<file path="src/rtl/gtfd_pkg.sv">
package gtfd_pkg;

    // Fixed field widths of the register file and of the Q0.16 arithmetic.
    localparam int GAIN_W  = 16;
    localparam int FB_W    = 16;
    localparam int STEP_W  = 32;
    localparam int LEN_W   = 15;
    localparam int PHASE_W = 32;
    localparam int FRAC_W  = 16;
    // A Q0.16 coefficient that can reach 1.0 needs one more bit.
    localparam int COEF_W  = FRAC_W + 1;

    localparam int APB_DATA_W = 32;
    localparam int APB_ADDR_W = 5;

    localparam logic [GAIN_W-1:0]  GAIN_RESET         = 16'd32768;
    localparam logic [FB_W-1:0]    FEEDBACK_RESET     = 16'd16384;
    localparam logic               LFO_ENABLE_RESET   = 1'b1;
    localparam logic [STEP_W-1:0]  LFO_STEP_RESET     = 32'd8948;
    localparam logic [LEN_W-1:0]   DELAY_LENGTH_RESET = 15'd12000;

    // pi/2 in Q30 and the number of Taylor terms used to build the sine table.
    localparam logic [63:0] PI_HALF_Q30  = 64'd1686629713;
    localparam int          TAYLOR_TERMS = 8;

    typedef enum logic [2:0] {
        REG_GAIN         = 3'd0,
        REG_FEEDBACK     = 3'd1,
        REG_LFO_ENABLE   = 3'd2,
        REG_LFO_STEP     = 3'd3,
        REG_DELAY_LENGTH = 3'd4
    } reg_idx_t;

    typedef struct packed {
        logic [GAIN_W-1:0]  gain;
        logic [FB_W-1:0]    feedback;
        logic               lfo_enable;
        logic [STEP_W-1:0]  lfo_step;
        logic [LEN_W-1:0]   delay_length;
    } cfg_t;

    typedef struct packed {
        logic capture;
        logic scale;
        logic trem;
        logic feed;
        logic load_out;
    } dp_cmd_t;

    typedef enum logic [2:0] {
        ST_IDLE,
        ST_SCALE,
        ST_TREM,
        ST_FEED,
        ST_HOLD
    } ctrl_state_t;

    // One quarter-wave sine entry in Q0.16, sin(pi/2 * idx / 2^tbl_bits).
    // Evaluated only while elaborating the constant table.
    function automatic logic [COEF_W-1:0] quarter_sine(input int unsigned idx,
                                                       input int unsigned tbl_bits);
        logic [63:0] a;
        logic [63:0] term;
        logic [63:0] q;
        longint      sum;
        a = (PI_HALF_Q30 * 64'(idx)) >> tbl_bits;
        term = a;
        sum = longint'(a);
        for (int k = 1; k <= TAYLOR_TERMS; k++)
        begin
            term = (term * a) >> 30;
            term = (term * a) >> 30;
            term = term / 64'((2 * k) * (2 * k + 1));
            if ((k % 2) == 1)
            begin
                sum = sum - longint'(term);
            end
            else
            begin
                sum = sum + longint'(term);
            end
        end
        if (sum < 0)
        begin
            sum = 0;
        end
        q = (64'(sum) + 64'd8192) >> 14;
        if (q > 64'd65536)
        begin
            q = 64'd65536;
        end
        return q[COEF_W-1:0];
    endfunction

endpackage

</file>
<file path="src/rtl/gtfd_ctrl.sv">
module gtfd_ctrl (
    input  logic             clk,
    input  logic             rst_n,
    input  logic             in_valid,
    output logic             in_ready,
    output logic             out_valid,
    input  logic             out_ready,
    output gtfd_pkg::dp_cmd_t cmd
);

    gtfd_pkg::ctrl_state_t state_reg;
    gtfd_pkg::ctrl_state_t state_next;
    logic                  out_valid_reg;
    logic                  out_valid_next;
    logic                  slot_free;

    // The output register can take a new result when empty or emptied now.
    assign slot_free = !out_valid_reg || out_ready;

    always_comb
    begin
        state_next = state_reg;
        unique case (state_reg)
            gtfd_pkg::ST_IDLE:
            begin
                if (in_valid)
                begin
                    state_next = gtfd_pkg::ST_SCALE;
                end
            end
            gtfd_pkg::ST_SCALE: state_next = gtfd_pkg::ST_TREM;
            gtfd_pkg::ST_TREM:  state_next = gtfd_pkg::ST_FEED;
            gtfd_pkg::ST_FEED:
            begin
                state_next = slot_free ? gtfd_pkg::ST_IDLE : gtfd_pkg::ST_HOLD;
            end
            gtfd_pkg::ST_HOLD:
            begin
                if (slot_free)
                begin
                    state_next = gtfd_pkg::ST_IDLE;
                end
            end
            default: state_next = gtfd_pkg::ST_IDLE;
        endcase
    end

    always_comb
    begin
        cmd = '0;
        in_ready = 1'b0;
        unique case (state_reg)
            gtfd_pkg::ST_IDLE:
            begin
                in_ready = 1'b1;
                cmd.capture = in_valid;
            end
            gtfd_pkg::ST_SCALE: cmd.scale = 1'b1;
            gtfd_pkg::ST_TREM:  cmd.trem = 1'b1;
            gtfd_pkg::ST_FEED:
            begin
                cmd.feed = 1'b1;
                cmd.load_out = slot_free;
            end
            gtfd_pkg::ST_HOLD:  cmd.load_out = slot_free;
            default:            cmd = '0;
        endcase
    end

    always_comb
    begin
        if (cmd.load_out)
        begin
            out_valid_next = 1'b1;
        end
        else if (out_ready)
        begin
            out_valid_next = 1'b0;
        end
        else
        begin
            out_valid_next = out_valid_reg;
        end
    end

    always_ff @(posedge clk or negedge rst_n)
    begin
        if (!rst_n)
        begin
            state_reg <= gtfd_pkg::ST_IDLE;
            out_valid_reg <= 1'b0;
        end
        else
        begin
            state_reg <= state_next;
            out_valid_reg <= out_valid_next;
        end
    end

    assign out_valid = out_valid_reg;

    // An accepted request always passes through the scale and tremolo steps to the write-back step.
    a_fixed_latency: assert property (@(posedge clk) disable iff (!rst_n)
        (in_valid && in_ready) |-> ##3 (state_reg == gtfd_pkg::ST_FEED))
        else $error("write-back step not reached three cycles after a request");

    // Waiting for the output only happens while an older result is still held.
    a_hold_only_when_full: assert property (@(posedge clk) disable iff (!rst_n)
        (state_reg == gtfd_pkg::ST_HOLD) |-> out_valid_reg)
        else $error("hold state entered with an empty output register");

    // A loaded result is presented on the next cycle.
    a_load_shows: assert property (@(posedge clk) disable iff (!rst_n)
        cmd.load_out |=> out_valid_reg)
        else $error("loaded result not presented");

endmodule

</file>
<file path="config.mk">
export PLATFORM = sky130hd
export DESIGN_NAME = gtfd_ctrl
export DESIGN_NICKNAME = d
export VERILOG_FILES = /design/src/rtl/gtfd_pkg.sv /design/src/rtl/gtfd_ctrl.sv
export SDC_FILE = /design/constraint.sdc
export NUM_CORES = 1
export LEC_CHECK = 0
export BUFFER_PORTS_ARGS = -buffer_cell sky130_fd_sc_hd__buf_2
export CAP_MARGIN = 30
export CORE_AREA = 10 10 47 49
export DETAILED_ROUTE_END_ITERATION = 10
export DIE_AREA = 0 0 57 59
export HOLD_SLACK_MARGIN = 0.1
export SLEW_MARGIN = 25
export SYNTH_ARGS = -nofsm -noshare
export SYNTH_HDL_FRONTEND = slang
export SYNTH_SLANG_ARGS = --single-unit
</file>
<file path="constraint.sdc">
create_clock -name clk -period 2 [get_ports clk]
set_input_delay 0.3 -clock clk [delete_from_list [all_inputs] [get_ports clk]]
set_output_delay 0.3 -clock clk [all_outputs]
set_load 0.005 [all_outputs]
</file>
==> flow_summary.yaml, run 1 <==
finish:
  final_cell_count_no_fill: 49
  diodes: 0
  final_area_um2: 294
  syn2layout_area_growth_pct: 47.8
  layout_common_cells: "buf_2 (10), dfrtp_1 (4), clkbuf_4 (3)"
  largest_reg_flops: 3
  nets: 39
  final_util_pct: 21.0
  drive_gt1_share_pct: 39.4
  final_common_cell: "buf_2"
synth:
  syn_area_per_cell_um2: 9.95
  yosysUniqueCellTypes: 14
  synth_area_leaders: "dfrtp_1 (50%), nor3b_1 (7.5%), nor3_1 (5.0%)"
  yosysTopAreaCell: "dfrtp_1"
  synth_cells: 20
  synth_top_area_share_pct: 50.3
  synth_fp_nets: 24
  yosysSeqAreaShare_pct: 50.3
  ys.warnings.count: 0
  synth_seq_cells: 4
  syn-cell-area_um2: 199
clock_network:
  ctsHtreeMaxLevel: 1
  worstSkewPairLatency_ps: 230
  path_clk_slew_ps: 30
  clockBufferDepth: 2
  cts_root_buf: "clkbuf_4"
  cts_sinks: 4
  cts_tree: "yes"
  cts-buffers-inserted: 3
  ctsResizeCount: 0
hold_path:
  hp-start: "in_valid"
  min_path_type: "input pin to register"
flow_run:
  maxCapViolations: 0
placed_design:
  placed_cell_area_um2: 262
  post-dp-hpwl_um: 413
  pre_cts_ws_ps: 574
  place_congestion: 0.585
  portBuffers: 10
  placed_cells_incl_taps: 45
setup_path:
  crit_arrival_ps: 1370
  cp-end-kind: "output pin"
  r2r-start: "state_reg[0]$_DFFE_PN0P_"
  critical_path_required_ps: 1700
  worst-path-max-fanout: 7
  startpoint_type: "register"
  crit_path_start: "state_reg[0]$_DFFE_PN0P_"
  criticalPathCategory: "register to output pin"
power_and_ir_drop:
  peakVddDrop_mv: 0.260
  p_leak_uw: 0.000152
  powerDensity_nw_per_um2: 1490
floorplan:
  die_h_um: 59
  die_w_um: 57
  io_pins: 11
  row_count: 14
  core_area_um2: 1400
  initial_core_util_pct: 14.2
  dieArea_um2: 3360
timing:
  hold_viol_final: 0
  rsz0062_at_grt: "false"
  finalCriticalPeriod_ps: 1670
  max_freq_ghz: 0.598
  fin_tns_setup_ps: 0
  period_share_pct: 83.6
  slew_violations: 0
  setup_viol: 0
  fin_skew_ps: 1.08
  tightest_slew_ps: 199
  final.setup.worst_slack_ps: 329
  relSlewSlack_pct: 86.7
drt:
  wire_per_inst_um: 9.90
  wl_um: 485
  drc: 0
  dr_total_vias: 189
  drtAntennaViolNets: 0
  via_per_inst: 3.86
  firstDrtPassIters: 2
  drt_iter0_drc: 1
status:
  status: "finished clean"
global_routing:
  grtUsageMet3_pct: 2.58
  grt_pass1_vias: 199
  antenna_found_initial: 0
  overflow: 0
  grt_usage_pct: 3.34
  met2_usage_pct: 4.50
  grt_pass1_wl_um: 821
  busiest_layer: "met2"
  grt_max_degree: 8
  grtUsageMet1_pct: 2.87
==> worst paths after layout <==
check / end / slack, ps / cells after the start
worst max register to register: state_reg[2]$_DFFE_PN0P_ / 890 / 2
worst min-delay path: state_reg[0]$_DFFE_PN0P_ / 350 / 3
worst min register to register: state_reg[1]$_DFFE_PN0P_ / 540 / 1
min in group asynchronous: out_valid$_DFFE_PN0P_ / 410 / 2
max in group asynchronous: state_reg[1]$_DFFE_PN0P_ / 1470 / 2
worst max-delay path: cmd[0] / 330 / 3
==> metal layers <==
metal  part of all wire [%]  vias to the layer above
li1                       -                       94
met1                     36                       89
met2                     52                        6
met3                     12                        0
met4                      0                        0
met5                      0                        -
==> repair_timing <==
item	4_1_cts	5_1_grt
endpoints found under the hold margin	4	0
setup buffers	0	0
hold buffers	1	0
==> where the power goes <==
group          internal [µW]  total (µW)  switching, µW
registers                115         158           42.6
logic                    100         185           84.8
clock network           66.8        95.6           28.8
total                    282         438            156
==> worst max-delay path, cell delays in order (launching register included) <==
cell and delay (ps):
dfrtp_1 430, or3b_1 440, a21boi_1 150, buf_2 120
==> stage by stage <==
stage / power, µW / hold WS, ps
CTS: 454 / 345
detailed placement: 349 / 110
global route: 485 / 396
global placement: 344 / 106
floorplan: 267 / 4.41
finish: 438 / 351
==> Yosys cell counts, drive strengths merged <==
library cell and n:
nor3 2, or3b 1, buf 1, nor3b 2
a21boi 1, inv 1, nand2b 1, dfrtp 4
and2 1, nor2 2, xnor2 1, a21oi 1
nand3b 1, nand3 1
==> cell families (layout without fill, tap and decap cells) <==
kind of cell           after synthesis  count (layout)  synth area share [%]
buffers and inverters                2              15                  5.66
flip-flops                           4               4                  50.3
XOR/XNOR                             1               1                  4.40
AO/OA/AOI/OAI                        2               2                  6.29
AND/OR/NAND/NOR                     11              11                  33.3
==> final cells by class <==
cell class / instances / area, µm²
flip-flops and latches: 4 / 100
well taps: 16 / 20.0
repair buffers: 11 / 60.1
multi-input cells: 14 / 87.6
clock buffers: 3 / 22.5
inverters: 1 / 3.75
fillers: 164 / 1110
(Power assumes the default switching activity.)
==> inputs of run 2 (changes only) <==
Clock period 2 ns to 1.6 ns, I/O delays scaled along.
==> flow_summary.yaml, run 2 (synthesis gave the netlist of run 1 again) <==
drt:
  dr_total_vias: 200
  drc: 0
  drtAntennaViolNets: 0
  via_per_inst: 3.70
  wire_per_inst_um: 10.5
  firstDrtPassIters: 4
  drt_iter0_drc: 2
  wl_um: 565
placed_design:
  portBuffers: 10
  post-dp-hpwl_um: 434
  pre_cts_ws_ps: 229
  place_congestion: 0.601
setup_path:
  startpoint_type: "register"
  crit_arrival_ps: 1300
  cp-end-kind: "output pin"
  critical_path_required_ps: 1360
  worst-path-max-fanout: 3
  timing.reg2reg.setup_slack_ps: 550
  criticalPathCategory: "register to output pin"
timing:
  setup_viol: 0
  relSlewSlack_pct: 87.1
  max_freq_ghz: 0.650
  hold_viol_final: 0
  fin_tns_setup_ps: 0
  slew_violations: 0
  fin_skew_ps: 0.701
  whs_ps: 285
  period_share_pct: 96.1
  tightest_slew_ps: 192
  finalCriticalPeriod_ps: 1540
  final.setup.worst_slack_ps: 62.4
  rsz0062_at_grt: "false"
floorplan:
  initial_core_util_pct: 14.2
  io_pins: 11
  core_area_um2: 1400
  dieArea_um2: 3360
  die_h_um: 59
  die_w_um: 57
  row_count: 14
power_and_ir_drop:
  powerDensity_nw_per_um2: 1820
  peakVddDrop_mv: 0.387
  power_switching_share_pct: 34.0
  sequentialPowerShare_pct: 28.8
  pwr-share-clk_pct: 19.6
  p_leak_uw: 0.000176
  combPwrFrac_pct: 51.6
  switching_power_uw: 209
  p_int_uw: 405
global_routing:
  overflow: 0
  grt_pass1_vias: 202
  antenna_found_initial: 0
  grt_max_degree: 8
  grt_pass1_wl_um: 855
  grt_usage_pct: 3.46
clock_network:
  cts-buffers-inserted: 3
  cts_root_buf: "clkbuf_4"
  clockBufferDepth: 2
  worstSkewPairLatency_ps: 230
  path_clk_slew_ps: 30
  cts_sinks: 4
  ctsHtreeMaxLevel: 1
  cts_tree: "yes"
finish:
  final_util_pct: 24.1
  syn2layout_area_growth_pct: 69.8
  layout_common_cells: "buf_2 (10), buf_4 (5), clkbuf_4 (3), dfrtp_2 (3)"
  diodes: 0
  seqCellArea_um2: 104
  largest_reg_flops: 3
  multi_input_area_um2: 90.1
  nFillCells: 165
  drive_gt1_share_pct: 57.9
  nets: 44
  final_common_cell: "buf_2"
flow_run:
  maxCapViolations: 0
status:
  status: "finished clean"
hold_path:
  min_path_type: "input pin to register"
==> run 2: changes by cell type in the layout (fill, tap and decap cells not counted) <==
cell,change
or3b_1,-1
dfrtp_2,+3
or3b_4,+1
dfrtp_1,-3
buf_4,+5
==> run 2: final timing paths <==
check / startpoint / end / cells past startpoint
min: in_valid / state_reg[0]$_DFFE_PN0P_ / 3
max: state_reg[0]$_DFFE_PN0P_ / cmd[0] / 3
min in group asynchronous: rst_n / out_valid$_DFFE_PN0P_ / 2
max in group asynchronous: rst_n / state_reg[1]$_DFFE_PN0P_ / 2
min reg2reg: out_valid$_DFFE_PN0P_ / out_valid$_DFFE_PN0P_ / 2
max reg2reg: state_reg[0]$_DFFE_PN0P_ / state_reg[2]$_DFFE_PN0P_ / 2
==> run 2: worst max-delay path: stages, from the launching register on <==
cell	delay, ps
dfrtp_2	400
or3b_4	400
a21boi_1	140
buf_2	130
==> run 2: power by group through the flow <==
stage / clock (µW) / sequential (µW) / combinational, µW
2_1_floorplan: 0 / 192 / 142
3_3_place_gp: 0 / 199 / 233
3_5_place_dp: 0 / 203 / 234
4_1_cts: 126 / 207 / 238
5_1_grt: 128 / 182 / 357
6_report: 120 / 177 / 317
==> run 2: layout make-up <==
type	instances	area share [%]
Sequential cell	4	30.7
Timing Repair Buffer	16	28.9
Multi-Input combinational cell	14	26.7
Clock buffer	3	6.67
Tap cell	16	5.93
Inverter	1	1.11
==> run 2: timing repair <==
action | CTS | global route
setup endpoints to repair | 1 | 1
resized for setup | 2 | 2
gates cloned | 0 | 0
endpoints found under the hold margin | 4 | 0
hold buffers | 1 | 0
buffers inserted | 0 | 5
==> run 2: routing by layer <==
metal / track usage (%) / up-vias / share of wire, %
li1: - / 105 / -
met1: 3.11 / 89 / 40
met3: 2.58 / 0 / 11
met5: 0 / - / 0
met4: 4.03 / 0 / 0
met2: 4.65 / 6 / 49
==> run 2: per-stage QoR <==
stage / std cells / power, µW / instance area [µm²]
floorplan: 20 / 334 / 199
global placement: 45 / 431 / 262
detailed placement: 45 / 437 / 262
CTS: 49 / 570 / 298
global route: 54 / 668 / 338
finish: 54 / 613 / 338
